### config.mk
export PLATFORM = sky130hd
export DESIGN_NAME = bitmap_block_allocator_unit
export DESIGN_NICKNAME = d
export VERILOG_FILES = /design/src/sv/bba_pkg.sv /design/src/sv/bba_ram.sv /design/src/sv/bitmap_block_allocator_unit.sv
export SDC_FILE = /design/constraint.sdc
export NUM_CORES = 2
export LEC_CHECK = 0
export BUFFER_PORTS_ARGS = -buffer_cell sky130_fd_sc_hd__buf_4
export CAP_MARGIN = 40
export CORE_MARGIN = 2
export CORE_UTILIZATION = 45
export CTS_BUF_LIST = sky130_fd_sc_hd__clkbuf_2
export CTS_CLUSTER_SIZE = 40
export DETAILED_ROUTE_END_ITERATION = 12
export GPL_TIMING_DRIVEN = 0
export HOLD_SLACK_MARGIN = 0.02
export PLACE_DENSITY = 0.6
export SETUP_SLACK_MARGIN = 0.15
export SLEW_MARGIN = 20
export SYNTH_ARGS = -nofsm -noshare
export SYNTH_HDL_FRONTEND = slang
export SYNTH_SLANG_ARGS = --single-unit
### constraint.sdc
create_clock -name clk -period 12.1 [get_ports clk]
set_input_delay 0.605 -clock clk [delete_from_list [all_inputs] [get_ports clk]]
set_output_delay 0.605 -clock clk [all_outputs]
set_load 0.02 [all_outputs]
### src/sv/bba_pkg.sv
// Shared constants and codes for the bitmap block allocator.
package bba_pkg;

    // Build-time defaults
    localparam int NUM_BLOCKS_DEF        = 4096;
    localparam int FIRST_ALLOC_BLOCK_DEF = 3;

    // Free map word width
    localparam int MAP_WORD_W = 32;

    // Field widths
    localparam int CFG_W    = 13;
    localparam int OP_W     = 2;
    localparam int BLK_W    = 12;
    localparam int STATUS_W = 2;

    // Largest limit the block count register can express
    localparam int LIMIT_MAX = (1 << CFG_W) - 1;

    // Stream data widths, padded to whole bytes
    localparam int S_TDATA_W = 16;
    localparam int M_TDATA_W = 16;

    // Operation codes
    localparam logic [OP_W-1:0] OP_ALLOC = 2'd0;
    localparam logic [OP_W-1:0] OP_FREE  = 2'd1;
    localparam logic [OP_W-1:0] OP_QUERY = 2'd2;

    // Status codes
    localparam logic [STATUS_W-1:0] ST_DONE    = 2'd0;
    localparam logic [STATUS_W-1:0] ST_FULL    = 2'd1;
    localparam logic [STATUS_W-1:0] ST_IGNORED = 2'd2;

endpackage

### src/sv/bba_ram.sv
// Generic single-port-write, single-port-read RAM with registered read data.
module bba_ram #(
    parameter int WIDTH = 32,
    parameter int DEPTH = 128,
    parameter int AW    = (DEPTH > 1) ? $clog2(DEPTH) : 1
) (
    input  logic             clk,
    input  logic             we,
    input  logic [AW-1:0]    waddr,
    input  logic [WIDTH-1:0] wdata,
    input  logic             re,
    input  logic [AW-1:0]    raddr,
    output logic [WIDTH-1:0] rdata
);

    logic [WIDTH-1:0] mem [DEPTH];
    logic [WIDTH-1:0] rdata_reg;

    // Write port and registered read port
    always_ff @(posedge clk)
    begin
        if (we)
        begin
            mem[waddr] <= wdata;
        end
        if (re)
        begin
            rdata_reg <= mem[raddr];
        end
    end

    assign rdata = rdata_reg;

endmodule

### src/sv/bitmap_block_allocator_unit.sv
// Top level of the first-fit bitmap block allocator.
//
//  channel   direction  handshake                 contents
//  s_*       in         s_tvalid / s_tready       request word
//  m_*       out        m_tvalid / m_tready       response word
//  cfg_*     in         cfg_wr_en                 total block count
//
// Free and in-range query read the map word, pass through S_FREE or S_QUERY
// and load the response from S_POST; an ignored free, an out-of-range query,
// an undefined op or an allocate with the limit at or below the first
// allocatable block go straight to S_POST. Allocate reads the free map one
// word per cycle through the RAM read port, up to the first word with a free
// block in range or up to the last word. One request is in work at a time.
// Reset clears the per-word valid bits at once, so the map reads as all used
// without a clearing pass. A stalled response holds the sequencer until taken.
module bitmap_block_allocator_unit #(
    parameter int NUM_BLOCKS        = bba_pkg::NUM_BLOCKS_DEF,
    parameter int FIRST_ALLOC_BLOCK = bba_pkg::FIRST_ALLOC_BLOCK_DEF
) (
    input  logic                         clk,
    input  logic                         rst_n,
    // cfg_wr_data: total_blocks
    input  logic                         cfg_wr_en,
    input  logic [bba_pkg::CFG_W-1:0]    cfg_wr_data,
    // s_tdata: op[1:0], block_num[13:2], zero pad
    input  logic                         s_tvalid,
    output logic                         s_tready,
    input  logic [bba_pkg::S_TDATA_W-1:0] s_tdata,
    // m_tdata: status[1:0], grant_blk[13:2], is_free[14], zero pad
    output logic                         m_tvalid,
    input  logic                         m_tready,
    output logic [bba_pkg::M_TDATA_W-1:0] m_tdata
);

    import bba_pkg::*;

    localparam int CAP       = (NUM_BLOCKS > LIMIT_MAX) ? LIMIT_MAX : NUM_BLOCKS;
    localparam int MAP_WORDS = (CAP + MAP_WORD_W - 1) / MAP_WORD_W;
    localparam int AW        = (MAP_WORDS > 1) ? $clog2(MAP_WORDS) : 1;
    localparam logic [AW-1:0] FIRST_WORD = AW'(FIRST_ALLOC_BLOCK / MAP_WORD_W);
    localparam logic [4:0]    FIRST_BIT  = 5'(FIRST_ALLOC_BLOCK % MAP_WORD_W);
    localparam logic [MAP_WORD_W-1:0] LO_MASK = {MAP_WORD_W{1'b1}} << FIRST_BIT;

    typedef enum logic [2:0] {
        S_IDLE,
        S_SCAN,
        S_FREE,
        S_QUERY,
        S_POST
    } state_t;

    // Index of the single set bit of a one-hot word
    function automatic logic [4:0] onehot_index(input logic [MAP_WORD_W-1:0] oh);
        logic [4:0] idx;
        idx = '0;
        for (int j = 0; j < MAP_WORD_W; j++)
        begin
            if (oh[j])
            begin
                idx = idx | 5'(j);
            end
        end
        return idx;
    endfunction

    state_t                state_reg, state_next;
    logic [CFG_W-1:0]      total_reg, total_next;
    logic [MAP_WORDS-1:0]  valid_reg, valid_next;
    logic [BLK_W-1:0]      blk_reg, blk_next;
    logic [AW:0]           rd_word_reg, rd_word_next;
    logic                  pend_reg, pend_next;
    logic [AW-1:0]         pend_word_reg, pend_word_next;
    logic                  rd_vld_reg, rd_vld_next;
    logic [STATUS_W-1:0]   res_status_reg, res_status_next;
    logic [BLK_W-1:0]      res_block_reg, res_block_next;
    logic                  res_free_reg, res_free_next;
    logic                  m_tvalid_reg, m_tvalid_next;
    logic [STATUS_W-1:0]   out_status_reg, out_status_next;
    logic [BLK_W-1:0]      out_block_reg, out_block_next;
    logic                  out_free_reg, out_free_next;

    // RAM port signals
    logic                  ram_we;
    logic [AW-1:0]         ram_waddr;
    logic [MAP_WORD_W-1:0] ram_wdata;
    logic                  ram_re;
    logic [AW-1:0]         ram_raddr;
    logic [MAP_WORD_W-1:0] ram_q;

    // Decoded request and limit terms
    logic [OP_W-1:0]       in_op;
    logic [CFG_W-1:0]      in_blk;
    logic [AW-1:0]         in_word;
    logic [AW-1:0]         blk_word;
    logic [CFG_W-1:0]      limit;
    logic [CFG_W-1:0]      lim_m1;
    logic [AW-1:0]         last_word;
    logic [MAP_WORD_W-1:0] hi_mask;
    logic [MAP_WORD_W-1:0] map_word;
    logic [MAP_WORD_W-1:0] cand;
    logic [MAP_WORD_W-1:0] cand_oh;
    logic [4:0]            cand_idx;
    logic [CFG_W-1:0]      granted;
    logic                  issue;

    bba_ram #(
        .WIDTH (MAP_WORD_W),
        .DEPTH (MAP_WORDS),
        .AW    (AW)
    ) u_map (
        .clk   (clk),
        .we    (ram_we),
        .waddr (ram_waddr),
        .wdata (ram_wdata),
        .re    (ram_re),
        .raddr (ram_raddr),
        .rdata (ram_q)
    );

    // Request fields and limit
    assign in_op     = s_tdata[OP_W-1:0];
    assign in_blk    = {1'b0, s_tdata[OP_W+BLK_W-1:OP_W]};
    assign in_word   = AW'(in_blk >> 5);
    assign blk_word  = AW'(blk_reg >> 5);
    assign limit     = (total_reg > CFG_W'(CAP)) ? CFG_W'(CAP) : total_reg;
    assign lim_m1    = limit - CFG_W'(1);
    assign last_word = AW'(lim_m1 >> 5);
    assign hi_mask   = {MAP_WORD_W{1'b1}} >> (5'd31 - lim_m1[4:0]);

    // Word read back from the map; a never-written word reads as all used
    assign map_word = rd_vld_reg ? ram_q : '0;

    // Lowest free candidate in the scanned word
    always_comb
    begin
        cand = map_word;
        if (pend_word_reg == FIRST_WORD)
        begin
            cand = cand & LO_MASK;
        end
        if (pend_word_reg == last_word)
        begin
            cand = cand & hi_mask;
        end
    end

    assign cand_oh  = cand & (~cand + MAP_WORD_W'(1));
    assign cand_idx = onehot_index(cand_oh);
    assign granted  = (CFG_W'(pend_word_reg) << 5) | CFG_W'(cand_idx);
    assign issue    = rd_word_reg <= {1'b0, last_word};

    // Sequencer next-state logic
    always_comb
    begin
        state_next      = state_reg;
        total_next      = cfg_wr_en ? cfg_wr_data : total_reg;
        valid_next      = valid_reg;
        blk_next        = blk_reg;
        rd_word_next    = rd_word_reg;
        pend_next       = pend_reg;
        pend_word_next  = pend_word_reg;
        rd_vld_next     = rd_vld_reg;
        res_status_next = res_status_reg;
        res_block_next  = res_block_reg;
        res_free_next   = res_free_reg;
        m_tvalid_next   = m_tvalid_reg && !m_tready;
        out_status_next = out_status_reg;
        out_block_next  = out_block_reg;
        out_free_next   = out_free_reg;
        ram_we          = 1'b0;
        ram_waddr       = blk_word;
        ram_wdata       = map_word;
        ram_re          = 1'b0;
        ram_raddr       = in_word;

        unique case (state_reg)
            S_IDLE:
            begin
                if (s_tvalid)
                begin
                    blk_next        = in_blk[BLK_W-1:0];
                    res_status_next = ST_DONE;
                    res_block_next  = '0;
                    res_free_next   = 1'b0;
                    state_next      = S_POST;
                    unique case (in_op)
                        OP_ALLOC:
                        begin
                            if (limit <= CFG_W'(FIRST_ALLOC_BLOCK))
                            begin
                                res_status_next = ST_FULL;
                            end
                            else
                            begin
                                rd_word_next = {1'b0, FIRST_WORD};
                                pend_next    = 1'b0;
                                state_next   = S_SCAN;
                            end
                        end
                        OP_FREE:
                        begin
                            if (in_blk == '0 || in_blk >= limit)
                            begin
                                res_status_next = ST_IGNORED;
                            end
                            else
                            begin
                                ram_re      = 1'b1;
                                rd_vld_next = valid_reg[in_word];
                                state_next  = S_FREE;
                            end
                        end
                        OP_QUERY:
                        begin
                            if (in_blk < limit)
                            begin
                                ram_re      = 1'b1;
                                rd_vld_next = valid_reg[in_word];
                                state_next  = S_QUERY;
                            end
                        end
                        default:
                        begin
                            res_status_next = ST_DONE;
                        end
                    endcase
                end
            end

            // One word read per cycle, checked in the following cycle
            S_SCAN:
            begin
                ram_raddr      = rd_word_reg[AW-1:0];
                ram_re         = issue;
                rd_word_next   = rd_word_reg + (AW+1)'(1);
                pend_next      = issue;
                pend_word_next = rd_word_reg[AW-1:0];
                if (issue)
                begin
                    rd_vld_next = valid_reg[rd_word_reg[AW-1:0]];
                end
                if (pend_reg)
                begin
                    if (cand != '0)
                    begin
                        ram_we                    = 1'b1;
                        ram_waddr                 = pend_word_reg;
                        ram_wdata                 = map_word & ~cand_oh;
                        valid_next[pend_word_reg] = 1'b1;
                        res_status_next           = ST_DONE;
                        res_block_next            = granted[BLK_W-1:0];
                        state_next                = S_POST;
                    end
                    else if (pend_word_reg == last_word)
                    begin
                        res_status_next = ST_FULL;
                        state_next      = S_POST;
                    end
                end
            end

            // Set the freed bit in its word
            S_FREE:
            begin
                ram_we               = 1'b1;
                ram_waddr            = blk_word;
                ram_wdata            = map_word | (MAP_WORD_W'(1) << blk_reg[4:0]);
                valid_next[blk_word] = 1'b1;
                state_next           = S_POST;
            end

            S_QUERY:
            begin
                res_free_next = map_word[blk_reg[4:0]];
                state_next    = S_POST;
            end

            // Hand the result to the output register once it is free
            S_POST:
            begin
                if (!m_tvalid_reg || m_tready)
                begin
                    m_tvalid_next   = 1'b1;
                    out_status_next = res_status_reg;
                    out_block_next  = res_block_reg;
                    out_free_next   = res_free_reg;
                    state_next      = S_IDLE;
                end
            end

            default:
            begin
                state_next = S_IDLE;
            end
        endcase
    end

    // State and registered outputs
    always_ff @(posedge clk or negedge rst_n)
    begin
        if (!rst_n)
        begin
            state_reg      <= S_IDLE;
            total_reg      <= '0;
            valid_reg      <= '0;
            pend_reg       <= 1'b0;
            m_tvalid_reg   <= 1'b0;
            blk_reg        <= '0;
            rd_word_reg    <= '0;
            pend_word_reg  <= '0;
            rd_vld_reg     <= 1'b0;
            res_status_reg <= ST_DONE;
            res_block_reg  <= '0;
            res_free_reg   <= 1'b0;
            out_status_reg <= ST_DONE;
            out_block_reg  <= '0;
            out_free_reg   <= 1'b0;
        end
        else
        begin
            state_reg      <= state_next;
            total_reg      <= total_next;
            valid_reg      <= valid_next;
            pend_reg       <= pend_next;
            m_tvalid_reg   <= m_tvalid_next;
            blk_reg        <= blk_next;
            rd_word_reg    <= rd_word_next;
            pend_word_reg  <= pend_word_next;
            rd_vld_reg     <= rd_vld_next;
            res_status_reg <= res_status_next;
            res_block_reg  <= res_block_next;
            res_free_reg   <= res_free_next;
            out_status_reg <= out_status_next;
            out_block_reg  <= out_block_next;
            out_free_reg   <= out_free_next;
        end
    end

    assign s_tready = (state_reg == S_IDLE);
    assign m_tvalid = m_tvalid_reg;
    assign m_tdata  = {1'b0, out_free_reg, out_block_reg, out_status_reg};

endmodule

### Word level (Yosys, flattened, before mapping)

Memory sizes are Yosys's and may differ from the RTL's. A register that Yosys moved wholly into a read port is not among the register bits.
Index checks and enable logic that the tools add are counted.
W data, S select, Z words.

* bits in registers: 204
* bits in writable memories: 4096
* input bits: 34
* logic and storage cells: 282
* memories kept: 1

* $add $sub $neg: 4
* $lt $le $gt $ge: 12
* eq/ne operators: 18
* shift operators: 2
* mux-type cells: 196
* bitwise gates (word level): 9
* reduce and logical (&&, ||, !) cells: 25

Memories
* u_map.mem: depth 128, width 32, read ports 1, clocked after Yosys merged registers in 1, write ports 1, RTL line bba_ram.sv:16 `logic [WIDTH-1:0] mem [DEPTH];`

Operator list (number)
* $mux W128: 5
* $or A128 B128 Y128: 2
* $pmux W128 S2: 1
* $mux W32: 7
* $mux W12: 11
* $and A32 B32 Y32: 3
* $mux W3: 32
* $mux W5: 16
* $mux W8: 9
* $not A32 Y32: 2
* $pmux W32 S2: 1
* $mux W1: 56
* $mux W7: 7
* $mux W2: 24
* $add A32 B1 Y32 const B: 1
* $lt A7 B8 Y1 const B: 4
* $mux W4: 8
* $or A32 B32 Y32: 1
* $reduce_bool A32 Y1: 1
* $shl A1 B5 Y32 const A: 1
* $shr A32 B5 Y32 const A: 1
* $pmux W12 S2: 1
* $pmux W8 S2: 1
* $reduce_and A4 Y1: 4
* other kinds (41): 67

### Longest topological paths before layout

* word-level depth: 48
* depth in mapped cells: 20

### Modules after synthesis

From an unflattened synthesis, not the netlist that was laid out.

* cell total of the unflattened synthesis: 7482
* area, all modules: 170971.5 um^2

Modules (own cells, without submodules)
* bba_ram: times used 1, cells an instance 5990, area each 156596.4 um^2, sequential area each 123958.9 um^2
* bitmap_block_allocator_unit: times used 1, cells an instance 1492, area each 14375.0 um^2, sequential area each 5104.9 um^2

### Worst setup path after synthesis

Ideal clock, no wire load.

* kind: reg2reg
* start: register total_reg[12]
* end: memory u_map.mem[0][0], data pin
* setup time: 1.243 ns
* data arrival time: 10.294 ns
* required time: 10.857 ns
* setup slack: 0.563 ns
* cell stages (with the launch flop): 20
* buffers on the path: 5
* cells stage by stage: dfrtp_1 clkbuf_1 inv_1 clkbuf_1 nand2_1 ha_1 nor4b_1 and3_1 a311oi_2 xnor2_1 or3_1 clkbuf_1 o41a_1 o41a_1 or4_1 buf_2 o31ai_4 buf_2 a21oi_1 o32ai_1

* word-level cells in the longest chain between the ends: 18
* elaborated cells on any way between the ends: 20
* those cells by class: 3 x add/sub; 1 x order compare; 1 x eq/ne; 1 x shift; 8 x mux; 5 x bitwise; 1 x reduce/logical

Ends and longest elaborated chain
* start, declared: RTL line bitmap_block_allocator_unit.sv:67 `logic [CFG_W-1:0] total_reg, total_next;`
* start signal, assigned: RTL line bitmap_block_allocator_unit.sv:322 `total_reg <= total_next;`
* $gt A13 B13 Y1 (*): RTL line bitmap_block_allocator_unit.sv:125 `assign limit = (total_reg > CFG_W'(CAP)) ? CFG_W'(CAP) : total_reg;`
* $mux W13 (*): RTL line bitmap_block_allocator_unit.sv:125
* $sub A12 B1 Y12 (*): RTL line bitmap_block_allocator_unit.sv:126 `assign lim_m1 = limit - CFG_W'(1);`
* $sub A5 B5 Y5: RTL line bitmap_block_allocator_unit.sv:128 `assign hi_mask = {MAP_WORD_W{1'b1}} >> (5'd31 - lim_m1[4:0]);`
* $shr A32 B5 Y32: RTL line bitmap_block_allocator_unit.sv:128
* $and A32 B32 Y32: RTL line bitmap_block_allocator_unit.sv:143 `cand = cand & hi_mask;`
* $mux W32 (*): RTL line bitmap_block_allocator_unit.sv:141 `if (pend_word_reg == last_word)`
* $not A32 Y32: RTL line bitmap_block_allocator_unit.sv:147 `assign cand_oh = cand & (~cand + MAP_WORD_W'(1));`
* [3 not listed]
* $and A32 B32 Y32: RTL line bitmap_block_allocator_unit.sv:248 `ram_wdata = map_word & ~cand_oh;`
* $mux W32 (*): RTL line bitmap_block_allocator_unit.sv:244 `if (cand != '0)`
* $mux W32 (*): RTL line bitmap_block_allocator_unit.sv:242 `if (pend_reg)`
* $mux W32 (*): RTL line bitmap_block_allocator_unit.sv:176 `unique case (state_reg)`
* $mux W32 (*): RTL line bitmap_block_allocator_unit.sv:242
* $mux W32 (*): RTL line bitmap_block_allocator_unit.sv:176
* $pmux W32 S2 (*): RTL line bitmap_block_allocator_unit.sv:176
* via ram_wdata[0]: RTL line bitmap_block_allocator_unit.sv:85 `logic [MAP_WORD_W-1:0] ram_wdata;`
* end, declared: RTL line bba_ram.sv:16

Mark *: on every way through the listed nets, which the timed path passes. The rest lies on a longest branch. The select of a mux whose other input is x is not followed.

### Worst setup path after layout

* start: register total_reg[12]
* end: memory u_map.mem[51][9], data pin

The elaborated chain is that of the path after synthesis.

==> flow_summary_export.csv <==
group,metric,value,unit
placed_design,dp_hpwl,386300,um
synthesis,synth_fp_nets,8760,
global_routing,grt_max_degree,100,
cells_and_area,area_growth,17.67,%
placed_design,place_congestion,0.9945,
global_routing,groute.usage.overall,27.77,%
cells_and_area,drive_above_1_share,33.09,%
drt,antenna_left,0,
synthesis,syn_avg_cell_area,19.78,um^2
floorplan,dieArea,0.3872,mm^2
cells_and_area,largest_reg_flops,4096,
sta,min_period,9322,ps
synthesis,synth_flop_cell,"edfxtp_1",
drt,drc,0,
synthesis,synthMostInstantiatedCell,"edfxtp_1",
synthesis,syn_area,0.1720,mm^2
synthesis,async_reset_ff_share,4.709,%
drt,num_vias,98680,
floorplan,fp.dieW,622.3,um
placed_design,io_buffer_count,47,
floorplan,coreArea,0.3814,mm^2
drt,viasPerCell,6.037,
setup_path,critPathMaxFanout,21,
sta,tightest_slew,1156,ps
floorplan,start_util,45.10,%
clock_tree,cts_resized,0,
global_routing,first_global_vias,101037,
setup_path,start_kind,"flop",
synthesis,synth.top_cells.by_count,"edfxtp_1, mux4_2, nand2_1",
floorplan,num_rows,227,
drt,drt_wl_total,536400,um
global_routing,grt_pass1_wl,748800,um
synthesis,synth.largest_area_cell,"edfxtp_1",
setup_path,cp-end-kind,"flop",
setup_path,arrival,11250,ps
drt,first_pass_iters,6,
setup_path,r2r_slack,2780,ps
synthesis,ys_seq_area_share,75.03,%
drt,drtIter0Drc,11564,
synthesis,synth_area_leaders,"edfxtp_1, mux4_2, dfrtp_1",
clock_tree,clockBufferDepth,5,
synthesis,ys_ff_latch,4332,
sta,finalCritPeriodShare,77.04,%
synthesis,synth_cells,8698,
clock_tree,clk_root_buffer_cell,"clkbuf_2",
flow_run,cap_violations,0,
clock_tree,clk_pin_slew_worst_paths,90,ps
synthesis,yosys.area.top_type_share,72.06,%
floorplan,io_pins,52,
sta,fin_tns_setup,0,ps
run_status,status,"complete, no violations",
worst_hold_path,min_path_type,"input port to flop",
cells_and_area,fin_nets,10668,
clock_tree,cts_buffers,1164,
global_routing,antenna_found_initial,42,
sta,relSlewSlack,22.95,%
sta,setup_viol,0,
sta,grt_setup_unrepaired,"false",
setup_path,cp.required,14030,ps
clock_tree,cts_tree,"built",
sta,finalClockSkew,302.9,ps
sta,fmax,107.3,MHz
clock_tree,insertion_delay,2370,ps
synthesis,synth-edff-count,4128,
pwr,p_leak,68.12,nW
synthesis,yosys_warnings,0,
drt,post_drt_wl_per_cell,32.82,um
pwr,peakVddDrop,105.5,uV
clock_tree,clock-sinks,4332,
pwr,power_density,186.2,mW/mm^2
clock_tree,cts_htree_levels,7,
pwr,fin_total_pwr,37.68,mW
setup_path,crit_type,"flop to flop",
synthesis,ys_types,82,
sta,drv_slew,0,
floorplan,die_h,622.3,um
sta,hold_viol_final,0,
global_routing,grt_overflow_total,0,
[per-stage QoR]
step                setup WS (ps)  util [%]  cell area (um^2)  std cells  hold slack, ps
finish                       2778     53.06            202400      16346           282.9
global route                 2625     53.06            202400      16333           200.6
CTS                          3098     53.02            202200      16310           52.84
detailed placement           3293     50.22            191600      14341           462.2
global placement           -11020     46.84            178700      13783           453.4
floorplan                   563.2         -            172000       8698           309.4
[logic make-up (layout without fill, tap and decap cells)]
logic type	count (synthesis)	after routing	share of synthesized area (%)
mux	1161	1161	14.77
xor+xnor	14	14	0.07128
compound gates	1227	1227	5.028
fa+ha+maj	28	28	0.2037
simple gates	1331	1331	3.544
flops	4332	4332	75.03
other cells	1	24	0.002180
buf+inv	604	3191	1.350
[cell type report]
cell class	count	area, um^2
antenna	23	57.56
buffer	568	2291
clock buffer	1601	8013
clock inverter	244	1406
fill	30415	179000
inverter	36	135.1
multi-input combinational	3762	42080
sequential	4332	129100
tap	5038	6304
timing repair buffer	742	13060
[per-layer routing]
| metal | GRT usage, % | wire length, um | part of all wire [%] |
|---|---|---|---|
| met5 | 0 | 65 | 0.012 |
| met4 | 12.36 | 21710 | 4.0 |
| met3 | 6.981 | 49630 | 9.3 |
| met2 | 43.24 | 254600 | 47 |
| met1 | 37.18 | 210400 | 39 |
[power breakdown]
part           total [mW]  internal (mW)  switching (mW)  leakage (nW)
Combinational        10.4           3.79            6.60          19.8
Sequential           17.5           17.3           0.198          41.0
Clock                9.76           3.87            5.88          7.39
Total                37.7           25.0            12.7          68.1
[final timing paths]
check                                            from                          to  depth (start not counted)
max in group asynchronous                       rst_n   valid_reg[90]$_DFFE_PN0P_                          8
min in group asynchronous                       rst_n    total_reg[3]$_DFFE_PN0P_                          6
min                                       s_tdata[10]      blk_reg[8]$_DFFE_PN0P_                          6
min reg2reg                valid_reg[104]$_DFFE_PN0P_  valid_reg[104]$_DFFE_PN0P_                          1
max                         total_reg[12]$_DFFE_PN0P_  u_map.mem[51][9]$_DFFE_PP_                         23
max reg2reg                 total_reg[12]$_DFFE_PN0P_  u_map.mem[51][9]$_DFFE_PP_                         23
[repair_timing]
| item | 4_1_cts | 5_1_grt |
|---|---|---|
| endpoints found under the hold margin | 337 | 0 |
| hold buffers | 124 | 0 |
| buffers inserted | 0 | 0 |
[cells in the final DEF (no fill, tap or decap), types with 64 or more instances in the layout]
| cell type | instances |
|---|---|
| a211oi_1 | 354 |
| a21o_1 | 103 |
| a21oi_1 | 152 |
| a311oi_1 | 129 |
| a31oi_1 | 140 |
| and2_1 | 262 |
| buf_1 | 149 |
| buf_12 | 88 |
| buf_16 | 267 |
| buf_2 | 70 |
| buf_4 | 75 |
| buf_6 | 129 |
| clkbuf_1 | 313 |
| clkbuf_2 | 1646 |
| clkinv_1 | 170 |
| dfrtp_1 | 204 |
| dlygate4sd3_1 | 123 |
| edfxtp_1 | 4128 |
| mux4_2 | 1098 |
| nand2_1 | 681 |
| nor2_1 | 73 |
| nor2_4 | 128 |
| o21ai_0 | 64 |
| o21bai_1 | 69 |
| o22ai_1 | 65 |
[worst max-delay path, stage by stage, from the launching register on]
cell and delay [ps]:
dfrtp_1 390, clkbuf_1 230, inv_1 220, clkbuf_1 430
nand2_1 260, ha_1 350, nor4b_1 190, and3_1 200
a311oi_2 640, xnor2_1 310, or3_1 430, clkbuf_1 270
o41a_1 460, o41a_1 480, or4_1 530, buf_2 210
o31ai_4 860, buf_2 520, buf_2 420, nor3b_1 140
o22ai_4 660, buf_16 250, buf_16 180, buf_16 170
(Power assumes the default switching activity.)
